[src/rlpe_pkg.sv]
// Shared types and constants for the RGB LED pulse encoder.
package rlpe_pkg;

  localparam int WORD_W       = 24;
  localparam int TICK_W       = 10;
  localparam int LEDS_W       = 7;
  localparam int CNT_W        = 5;
  localparam int BITS_PER_LED = 24;
  localparam int QUEUE_DEPTH  = 2;
  localparam int QPTR_W       = $clog2(QUEUE_DEPTH);
  localparam int QCNT_W       = $clog2(QUEUE_DEPTH + 1);
  localparam int CFG_IDX_W    = 1;

  localparam logic [CFG_IDX_W-1:0] REG_ZERO_HIGH = 1'b0;
  localparam logic [CFG_IDX_W-1:0] REG_ONE_HIGH  = 1'b1;

  localparam logic [TICK_W-1:0] ZERO_HIGH_RESET = 10'd40;
  localparam logic [TICK_W-1:0] ONE_HIGH_RESET  = 10'd79;

  // One LED to encode, with what has to come before and after it.
  typedef struct packed {
    logic [WORD_W-1:0] word;
    logic              lead;
    logic              close;
  } cmd_t;

  typedef enum logic [1:0] {
    PH_LEAD,
    PH_BITS,
    PH_TRAIL
  } phase_t;

endpackage

[src/rlpe_if.sv]
// Handshake interfaces for the LED word input and the slot output.
interface rlpe_item_if;
  logic        valid;
  logic        ready;
  logic [23:0] led_value;
  logic        last_led;

  modport source (output valid, output led_value, output last_led, input ready);
  modport sink (input valid, input led_value, input last_led, output ready);
endinterface

interface rlpe_slot_if;
  logic       valid;
  logic       ready;
  logic [9:0] duty_ticks;
  logic       frame_end;

  modport source (output valid, output duty_ticks, output frame_end, input ready);
  modport sink (input valid, input duty_ticks, input frame_end, output ready);
endinterface

[src/rgb_led_pulse_encoder_unit.sv]
// Top level of the RGB LED pulse encoder: front end, command queue and slot generator.
//
// Usage: in_ch takes one item per LED, a 24-bit colour word plus a mark on the
// frame's last LED. out_ch gives one item per PWM bit slot: the compare value
// (one_high_ticks for a 1 bit, zero_high_ticks for a 0 bit, most significant
// bit first, 0 for reset slots) and frame_end on the frame's final slot.
// A frame opens with RESET_SLOTS zero slots and closes with RESET_SLOTS more.
// After MAX_LEDS LEDs the frame is closed and further words are dropped up to
// and including the marked one.
// When the slot generator is idle, an accepted item is first written into the
// command queue and its first slot is then registered in the output register.
// Throughput: the slot generator emits one slot per cycle while out_ch.ready
// stays high, so an LED gives 24 slots, plus RESET_SLOTS slots per opening or closing run.
// A two-entry command queue lets the input take words while slots go out.
// Reset (rst, synchronous) empties the queue, clears the frame state and
// restores the reset values of both tick registers.
// When the receiver holds out_ch.ready low, the output register keeps its
// slot, the generator pauses and the queue fills, then in_ch.ready drops.
// Configuration is written through cfg_we, cfg_index and cfg_wdata while idle.
module rgb_led_pulse_encoder_unit import rlpe_pkg::*; #(
  parameter int MAX_LEDS    = 64,
  parameter int RESET_SLOTS = 20
) (
  input  logic                 clk,
  input  logic                 rst,
  rlpe_item_if.sink            in_ch,
  rlpe_slot_if.source          out_ch,
  input  logic                 cfg_we,
  input  logic [CFG_IDX_W-1:0] cfg_index,
  input  logic [TICK_W-1:0]    cfg_wdata
);

  logic [TICK_W-1:0] zero_high_ticks;
  logic [TICK_W-1:0] one_high_ticks;

  logic q_push;
  logic q_pop;
  logic q_full;
  logic q_empty;
  cmd_t push_cmd;
  cmd_t head_cmd;

  // Tick registers; the user must change them only while no slot is produced; not enforced here.
  always_ff @(posedge clk) begin
    if (rst) begin
      zero_high_ticks <= ZERO_HIGH_RESET;
      one_high_ticks  <= ONE_HIGH_RESET;
    end else if (cfg_we) begin
      case (cfg_index)
        REG_ZERO_HIGH: zero_high_ticks <= cfg_wdata;
        REG_ONE_HIGH:  one_high_ticks  <= cfg_wdata;
        default: begin
        end
      endcase
    end
  end

  // The front end decides, per word, whether an opening run precedes it and
  // whether the frame closes after it; dropped words never reach the queue.
  rlpe_front #(
    .MAX_LEDS (MAX_LEDS)
  ) u_front (
    .clk    (clk),
    .rst    (rst),
    .in_ch  (in_ch),
    .q_full (q_full),
    .push   (q_push),
    .cmd    (push_cmd)
  );

  rlpe_queue u_queue (
    .clk      (clk),
    .rst      (rst),
    .push     (q_push),
    .push_cmd (push_cmd),
    .pop      (q_pop),
    .head     (head_cmd),
    .full     (q_full),
    .empty    (q_empty)
  );

  // The back end walks each command slot by slot into the output register.
  rlpe_back #(
    .RESET_SLOTS (RESET_SLOTS)
  ) u_back (
    .clk             (clk),
    .rst             (rst),
    .head            (head_cmd),
    .q_empty         (q_empty),
    .pop             (q_pop),
    .zero_high_ticks (zero_high_ticks),
    .one_high_ticks  (one_high_ticks),
    .out_ch          (out_ch)
  );

`ifndef SYNTHESIS
  // A frame's final slot is always a reset slot.
  a_end_is_reset: assert property (@(posedge clk) disable iff (rst)
    out_ch.valid && out_ch.frame_end |-> out_ch.duty_ticks == '0)
    else $error("frame_end on a slot with nonzero duty");

  // The front end must never push into a full queue.
  a_no_overflow: assert property (@(posedge clk) disable iff (rst)
    !(q_push && q_full))
    else $error("command pushed into full queue");

  // The generator only pops when the queue has something.
  a_no_underflow: assert property (@(posedge clk) disable iff (rst)
    !(q_pop && q_empty))
    else $error("command popped from empty queue");

  // Nothing is offered on the output right after reset.
  a_reset_quiet: assert property (@(posedge clk)
    $past(rst) |-> !out_ch.valid)
    else $error("output valid right after reset");
`endif

endmodule

[src/rlpe_front.sv]
// Front end: accepts LED words, tracks frame state and queues encode commands.
module rlpe_front import rlpe_pkg::*; #(
  parameter int MAX_LEDS = 64
) (
  input  logic              clk,
  input  logic              rst,
  rlpe_item_if.sink         in_ch,
  input  logic              q_full,
  output logic              push,
  output cmd_t              cmd
);

  logic              in_frame;
  logic              dropping;
  logic [LEDS_W-1:0] leds_sent;
  logic [LEDS_W:0]   leds_inc;
  logic              accept;
  logic              limit_hit;

  assign in_ch.ready = !q_full;
  assign accept      = in_ch.valid && in_ch.ready;
  assign leds_inc    = {1'b0, leds_sent} + (LEDS_W + 1)'(1);
  assign limit_hit   = leds_inc >= (LEDS_W + 1)'(MAX_LEDS);

  assign push      = accept && !dropping;
  assign cmd.word  = in_ch.led_value;
  assign cmd.lead  = !in_frame;
  assign cmd.close = in_ch.last_led || limit_hit;

  always_ff @(posedge clk) begin
    if (rst) begin
      in_frame  <= 1'b0;
      dropping  <= 1'b0;
      leds_sent <= '0;
    end else if (accept) begin
      if (dropping) begin
        if (in_ch.last_led) begin
          dropping  <= 1'b0;
          in_frame  <= 1'b0;
          leds_sent <= '0;
        end
      end else if (in_ch.last_led || limit_hit) begin
        in_frame  <= 1'b0;
        leds_sent <= '0;
        dropping  <= !in_ch.last_led;
      end else begin
        in_frame  <= 1'b1;
        leds_sent <= leds_inc[LEDS_W-1:0];
      end
    end
  end

endmodule

[src/rlpe_queue.sv]
// Short command queue between the front end and the slot generator.
module rlpe_queue import rlpe_pkg::*; (
  input  logic clk,
  input  logic rst,
  input  logic push,
  input  cmd_t push_cmd,
  input  logic pop,
  output cmd_t head,
  output logic full,
  output logic empty
);

  cmd_t              entries [QUEUE_DEPTH];
  logic [QPTR_W-1:0] wr_ptr;
  logic [QPTR_W-1:0] rd_ptr;
  logic [QCNT_W-1:0] count;
  logic              do_push;
  logic              do_pop;

  assign full    = count == QCNT_W'(QUEUE_DEPTH);
  assign empty   = count == '0;
  assign head    = entries[rd_ptr];
  assign do_push = push && !full;
  assign do_pop  = pop && !empty;

  always_ff @(posedge clk) begin
    if (do_push) begin
      entries[wr_ptr] <= push_cmd;
    end
  end

  always_ff @(posedge clk) begin
    if (rst) begin
      wr_ptr <= '0;
      rd_ptr <= '0;
      count  <= '0;
    end else begin
      if (do_push) begin
        wr_ptr <= (wr_ptr == QPTR_W'(QUEUE_DEPTH - 1)) ? '0 : wr_ptr + QPTR_W'(1);
      end
      if (do_pop) begin
        rd_ptr <= (rd_ptr == QPTR_W'(QUEUE_DEPTH - 1)) ? '0 : rd_ptr + QPTR_W'(1);
      end
      if (do_push && !do_pop) begin
        count <= count + QCNT_W'(1);
      end else if (do_pop && !do_push) begin
        count <= count - QCNT_W'(1);
      end
    end
  end

endmodule

[src/rlpe_back.sv]
// Back end: turns queued commands into one PWM slot per cycle while out_ch is not stalled.
module rlpe_back import rlpe_pkg::*; #(
  parameter int RESET_SLOTS = 20
) (
  input  logic              clk,
  input  logic              rst,
  input  cmd_t              head,
  input  logic              q_empty,
  output logic              pop,
  input  logic [TICK_W-1:0] zero_high_ticks,
  input  logic [TICK_W-1:0] one_high_ticks,
  rlpe_slot_if.source       out_ch
);

  localparam logic [CNT_W-1:0] RESET_LAST = CNT_W'(RESET_SLOTS - 1);
  localparam logic [CNT_W-1:0] BIT_LAST   = CNT_W'(BITS_PER_LED - 1);

  logic              busy;
  logic              busy_next;
  phase_t            phase;
  phase_t            phase_next;
  logic [CNT_W-1:0]  cnt;
  logic [CNT_W-1:0]  cnt_next;
  logic [WORD_W-1:0] word;
  logic [WORD_W-1:0] word_next;
  logic              close;
  logic              close_next;

  logic              out_valid;
  logic [TICK_W-1:0] duty;
  logic              frame_end;

  phase_t            e_phase;
  logic [CNT_W-1:0]  e_cnt;
  logic [WORD_W-1:0] e_word;
  logic              e_close;
  logic              adv;
  logic              emit;
  logic              cmd_done;
  logic [TICK_W-1:0] slot_duty;
  logic              slot_end;

  // When idle, the head of the queue is worked on directly so no cycle is lost.
  assign e_phase = busy ? phase : (head.lead ? PH_LEAD : PH_BITS);
  assign e_cnt   = busy ? cnt : '0;
  assign e_word  = busy ? word : head.word;
  assign e_close = busy ? close : head.close;

  assign adv  = !out_valid || out_ch.ready;
  assign emit = adv && (busy || !q_empty);
  assign pop  = emit && (!busy || (cmd_done && !q_empty));

  always_comb begin
    slot_duty = '0;
    slot_end  = 1'b0;
    cmd_done  = 1'b0;
    case (e_phase)
      PH_LEAD: begin
      end
      PH_BITS: begin
        slot_duty = e_word[WORD_W-1] ? one_high_ticks : zero_high_ticks;
        cmd_done  = (e_cnt == BIT_LAST) && !e_close;
      end
      PH_TRAIL: begin
        slot_end = e_cnt == RESET_LAST;
        cmd_done = e_cnt == RESET_LAST;
      end
      default: begin
      end
    endcase
  end

  always_comb begin
    busy_next  = busy;
    phase_next = phase;
    cnt_next   = cnt;
    word_next  = word;
    close_next = close;
    if (emit) begin
      busy_next  = 1'b1;
      phase_next = e_phase;
      cnt_next   = e_cnt + CNT_W'(1);
      word_next  = e_word;
      close_next = e_close;
      case (e_phase)
        PH_LEAD: begin
          if (e_cnt == RESET_LAST) begin
            phase_next = PH_BITS;
            cnt_next   = '0;
          end
        end
        PH_BITS: begin
          word_next = {e_word[WORD_W-2:0], 1'b0};
          if (e_cnt == BIT_LAST) begin
            phase_next = PH_TRAIL;
            cnt_next   = '0;
          end
        end
        PH_TRAIL: begin
        end
        default: begin
        end
      endcase
      if (cmd_done) begin
        if (!q_empty) begin
          phase_next = head.lead ? PH_LEAD : PH_BITS;
          cnt_next   = '0;
          word_next  = head.word;
          close_next = head.close;
        end else begin
          busy_next = 1'b0;
        end
      end
    end
  end

  always_ff @(posedge clk) begin
    if (rst) begin
      busy  <= 1'b0;
      phase <= PH_LEAD;
      cnt   <= '0;
    end else begin
      busy  <= busy_next;
      phase <= phase_next;
      cnt   <= cnt_next;
    end
  end

  always_ff @(posedge clk) begin
    word  <= word_next;
    close <= close_next;
  end

  always_ff @(posedge clk) begin
    if (rst) begin
      out_valid <= 1'b0;
    end else if (emit) begin
      out_valid <= 1'b1;
    end else if (out_ch.ready) begin
      out_valid <= 1'b0;
    end
  end

  always_ff @(posedge clk) begin
    if (emit) begin
      duty      <= slot_duty;
      frame_end <= slot_end;
    end
  end

  assign out_ch.valid      = out_valid;
  assign out_ch.duty_ticks = duty;
  assign out_ch.frame_end  = frame_end;

endmodule
[src/flat_wrapper.sv]
// flat-port wrapper written by rule: the top's interface ports become plain ports
module rgb_led_pulse_encoder_unit_flat import rlpe_pkg::*;
#(
  parameter int MAX_LEDS    = 64,
  parameter int RESET_SLOTS = 20
)
  (clk, rst, cfg_we, cfg_index, cfg_wdata, in_ch_valid, in_ch_led_value, in_ch_last_led, in_ch_ready, out_ch_valid, out_ch_duty_ticks, out_ch_frame_end, out_ch_ready);
  rlpe_item_if in_ch_i ();
  rlpe_slot_if out_ch_i ();
  input  logic clk;
  input  logic rst;
  input  logic cfg_we;
  input  logic [CFG_IDX_W-1:0] cfg_index;
  input  logic [TICK_W-1:0] cfg_wdata;
  input wire logic [$bits(in_ch_i.valid)-1:0] in_ch_valid;
  input wire logic [$bits(in_ch_i.led_value)-1:0] in_ch_led_value;
  input wire logic [$bits(in_ch_i.last_led)-1:0] in_ch_last_led;
  output wire logic [$bits(in_ch_i.ready)-1:0] in_ch_ready;
  output wire logic [$bits(out_ch_i.valid)-1:0] out_ch_valid;
  output wire logic [$bits(out_ch_i.duty_ticks)-1:0] out_ch_duty_ticks;
  output wire logic [$bits(out_ch_i.frame_end)-1:0] out_ch_frame_end;
  input wire logic [$bits(out_ch_i.ready)-1:0] out_ch_ready;
  assign in_ch_i.valid = in_ch_valid;
  assign in_ch_i.led_value = in_ch_led_value;
  assign in_ch_i.last_led = in_ch_last_led;
  assign in_ch_ready = in_ch_i.ready;
  assign out_ch_valid = out_ch_i.valid;
  assign out_ch_duty_ticks = out_ch_i.duty_ticks;
  assign out_ch_frame_end = out_ch_i.frame_end;
  assign out_ch_i.ready = out_ch_ready;
  rgb_led_pulse_encoder_unit #(.MAX_LEDS(MAX_LEDS), .RESET_SLOTS(RESET_SLOTS)) u_core (.clk(clk), .rst(rst), .in_ch(in_ch_i), .out_ch(out_ch_i), .cfg_we(cfg_we), .cfg_index(cfg_index), .cfg_wdata(cfg_wdata));
endmodule
[config.mk]
export PLATFORM = sky130hd
export DESIGN_NAME = rgb_led_pulse_encoder_unit_flat
export DESIGN_NICKNAME = d
export VERILOG_FILES = /design/src/rlpe_pkg.sv /design/src/rlpe_if.sv /design/src/rgb_led_pulse_encoder_unit.sv /design/src/rlpe_front.sv /design/src/rlpe_queue.sv /design/src/rlpe_back.sv /design/src/flat_wrapper.sv
export SDC_FILE = /design/constraint.sdc
export NUM_CORES = 1
export LEC_CHECK = 0
export BUFFER_PORTS_ARGS = -buffer_cell sky130_fd_sc_hd__buf_4
export CAP_MARGIN = 20
export CORE_MARGIN = 2
export CORE_UTILIZATION = 40
export DETAILED_ROUTE_END_ITERATION = 8
export GPL_TIMING_DRIVEN = 0
export PLACE_DENSITY = 0.53
export SYNTH_ARGS = -nofsm -noshare
export SYNTH_HDL_FRONTEND = slang
export SYNTH_SLANG_ARGS = --single-unit
[constraint.sdc]
create_clock -name clk -period 3.1 [get_ports clk]
set_input_delay 0.465 -clock clk [delete_from_list [all_inputs] [get_ports clk]]
set_output_delay 0.465 -clock clk [all_outputs]
set_load 0.02 [all_outputs]
==> results.py <==
metrics = {
    "worst_setup_path": {
        "critPathTopFamily": "buffers and inverters",
        "slowest_delay_ns": 0.35,
        "endpoint_kind": "register",
        "r2r-end": "u_core.u_back.word[17]",
        "r2r_slack_ns": 0.12,
        "crit_path_start_kind": "register",
        "reg2regPathDepth": 13,
        "cp.arrival_ns": 3.14,
        "cp_num_cells": 13,
        "required_ns": 3.25,
        "cpMaxStageDelayCell": "mux2_2",
        "crit_type": "register to register",
        "path_buf_inv": 5,
        "critical_path_peak_fanout": 10,
        "crit_chain": "buf_6, mux2_2, nor2_1, a21oi_1, inv_1, ha_1, clkbuf_4, nand3b_1, a211oi_4, buf_4, o21ai_4, buf_12, mux2_4",
    },
    "clock_tree": {
        "clock_latency_ns": 0.41,
        "htree_levels": 4,
        "cts_max_path_buffers": 2,
        "cts_tree": "done",
        "hold_buffers": 0,
        "root_buffer": "clkbuf_16",
        "clkTransAtPathRegs_ns": 0.05,
        "numCtsBuffers": 17,
        "cts.sinks": 131,
    },
    "synth": {
        "synth-xor-area-share_pct": 0.721,
        "synth_top_family_by_area": "multiplexers",
        "ys_async_sr_fraction_pct": 0,
        "synthesis.area_sq_um": 6080,
        "ys_warn_count": 0,
        "synth_cell_type_count": 51,
        "syn_area_per_cell_sq_um": 13.1,
        "synth_compound_area_share_pct": 7.50,
        "synth_ff_type": "edfxtp_1",
        "yosys.area.top_type_share_pct": 43.5,
        "yosys-top-cells-area": "edfxtp_1 43%, dfxtp_1 14%, mux2i_1 9.6%",
        "ys_seq_area_share_pct": 57.7,
        "synthAdderAreaFrac_pct": 1.24,
        "synth_edf_count": 88,
        "synth_top_area_cell": "edfxtp_1",
        "synthMuxAreaShare_pct": 19.7,
        "ys_seq_elements": 131,
        "synth_nets": 512,
        "synthSimpleGateAreaFrac_pct": 10.4,
        "synthCells": 465,
    },
    "job": {
        "drv_cap": 0,
    },
    "outcome": {
        "status": "completed",
    },
    "placement": {
        "gp_congestion": 0.816,
        "port_buffers": 53,
        "hpwl_mm": 8.05,
        "place_ws_ns": -0.155,
    },
    "global_routing": {
        "grt_overflow": 0,
        "grt_pass1_vias": 3962,
        "grt_pass1_wl_mm": 19.9,
        "grt_max_degree": 30,
        "antenna_found_initial": 0,
        "grt_usage_pct": 15.8,
    },
    "final_layout": {
        "diodes": 0,
        "final_nets": 588,
        "area_delta_synth_final_pct": 20.6,
        "drive_gt1_share_pct": 28.9,
        "fin_util_pct": 48.7,
    },
    "pwr": {
        "p_per_area_nw_per_um2": 919,
        "leakagePower_uw": 0.00291,
        "max-vdd-ir-drop_mv": 0.692,
    },
    "floorplanning": {
        "fp.dieW_um": 127,
        "num_rows": 45,
        "ios": 54,
        "dieArea_sq_um": 16200,
        "die_h_um": 127,
        "start_util_pct": 40.4,
        "core-area_sq_um": 15000,
    },
    "sta": {
        "clock_skew_ns": 0.00771,
        "timing.slew.headroom_pct": 40.4,
        "timing.fmax_mhz": 335,
        "setup_viol": 0,
        "fin_ws_ns": 0.118,
        "tightest_slew_ns": 0.892,
        "fin_crit_ns": 2.98,
        "grt_setup_unrepaired": "no",
        "hold_viol_final": 0,
        "drv_slew": 0,
        "fin_crit_sh_pct": 96.2,
    },
    "routing": {
        "drc": 0,
        "drt-wirelength-per-cell_um": 16.6,
        "drtIter0Drc": 172,
        "postRouteAntennaNets": 0,
        "vias_per_cell": 5.18,
        "vias": 3842,
        "dr.pass1.iters": 5,
        "totalWireLength_mm": 12.4,
    },
    "min_path": {
        "holdPathStages": 1,
        "min_from": "in_ch_led_value[9]",
        "holdPathEnd": "u_core.u_queue.entries[0][11]",
        "hold_class": "input port to register",
    },
}
## Yosys cell counts, types with 6 or more instances
library cell  instances
a21oi_1              23
nand3b_1              9
nor2_1               18
a31oi_1               6
dfxtp_1              43
buf_2                 9
ha_1                  6
nand2b_1              6
nor3_1                7
inv_1                 8
nor2b_1              11
mux2_2               32
edfxtp_1             88
clkbuf_1              8
o21ai_0               6
mux2i_1              58
nand2_1              48
nand3_1               8
mux2_4               17
## where the power goes
part           total (uW)  switching, uW  internal [uW]
logic                2420           1300           1130
clock network        1710            672           1040
registers            2600            125           2470
total                6730           2100           4640
## through the flow
step	area (sq um)	power, uW	TNS, ns	hold WS (ns)	cells
finish	7320	6730	0	0.237	742
floorplan	6080	4350	0	0.436	465
global route	7320	7110	0	0.215	742
detailed placement	6760	5030	-0.155	0.448	708
global placement	6710	4940	-5.78	0.442	706
CTS	7260	6800	0	0.214	740
## sequential cells by signal (all words and copies together), names as in the netlist, 2 cells and up, named ones only
register and count:
u_core.u_queue.count 2, u_core.u_back.phase 2, u_core.u_back.cnt 5, u_core.u_back.word 24, u_core.u_back.out_ch.duty_ticks 10, u_core.u_front.leds_sent 7
u_core.one_high_ticks 10, u_core.u_queue.entries 52, u_core.zero_high_ticks 10
## cells by family after synthesis
logic type                 after synthesis
xor gates and xnor gates                 5
buffers and inverters                   33
and+or+nand+nor                        124
adders and majority gates                6
AOI/OAI and AO/OA                       59
muxes                                  107
DFF                                    131
## per-layer routing
metal  part of all wire (%)  vias to the layer above  global-route usage [%]  routed length (um)
li1                       -                     1870                       -                   -
met1                     46                     1873                    20.1                5720
met2                     48                       83                    25.4                5870
met3                    4.5                       16                    4.61                 551
met4                    1.7                        0                    6.85                 209
met5                      0                        -                       0                   0
## worst max path at each step
| stage | startpoint | end |
|---|---|---|
| 2_1_floorplan | register | u_core.u_queue.count[1] |
| 3_3_place_gp | u_core.u_queue.count[0] | u_core.u_queue.entries[0][11] |
| 3_5_place_dp | register | u_core.u_queue.count[1] |
| 4_1_cts | register | u_core.u_queue.count[1] |
| 5_1_grt | register | u_core.u_back.word[20] |
| 6_report | register | u_core.u_back.word[17] |
## cells in the final DEF (no fill, tap or decap), types with 7 or more instances in the layout
master / synthesis / layout
nor2b_1: 11 / 11
mux2_2: 32 / 32
mux2i_1: 58 / 58
nand3_1: 8 / 8
nor3_1: 7 / 7
clkbuf_1: 8 / 20
buf_2: 9 / 7
buf_4: 3 / 57
dfxtp_1: 43 / 43
inv_1: 8 / 7
a21oi_1: 23 / 23
edfxtp_1: 88 / 88
clkbuf_16: 0 / 17
mux2_4: 17 / 17
nand2_1: 48 / 48
nand3b_1: 9 / 9
nor2_1: 18 / 17
## layout make-up
class	count	area, sq um
Clock inverter	2	10.0
Inverter	8	30.0
Sequential cell	131	3500
Buffer	25	156
Clock buffer	30	484
Fill cell	1313	7710
Tap cell	188	235
Multi-Input combinational cell	301	2440
Timing Repair Buffer	57	464
## repair_timing
item	4_1_cts	5_1_grt
resized for setup	2	11
setup buffers	0	1
setup endpoints to repair	1	11
gates cloned	0	1
pin swaps	2	2
No activity file was read; power rests on OpenSTA's default activity.
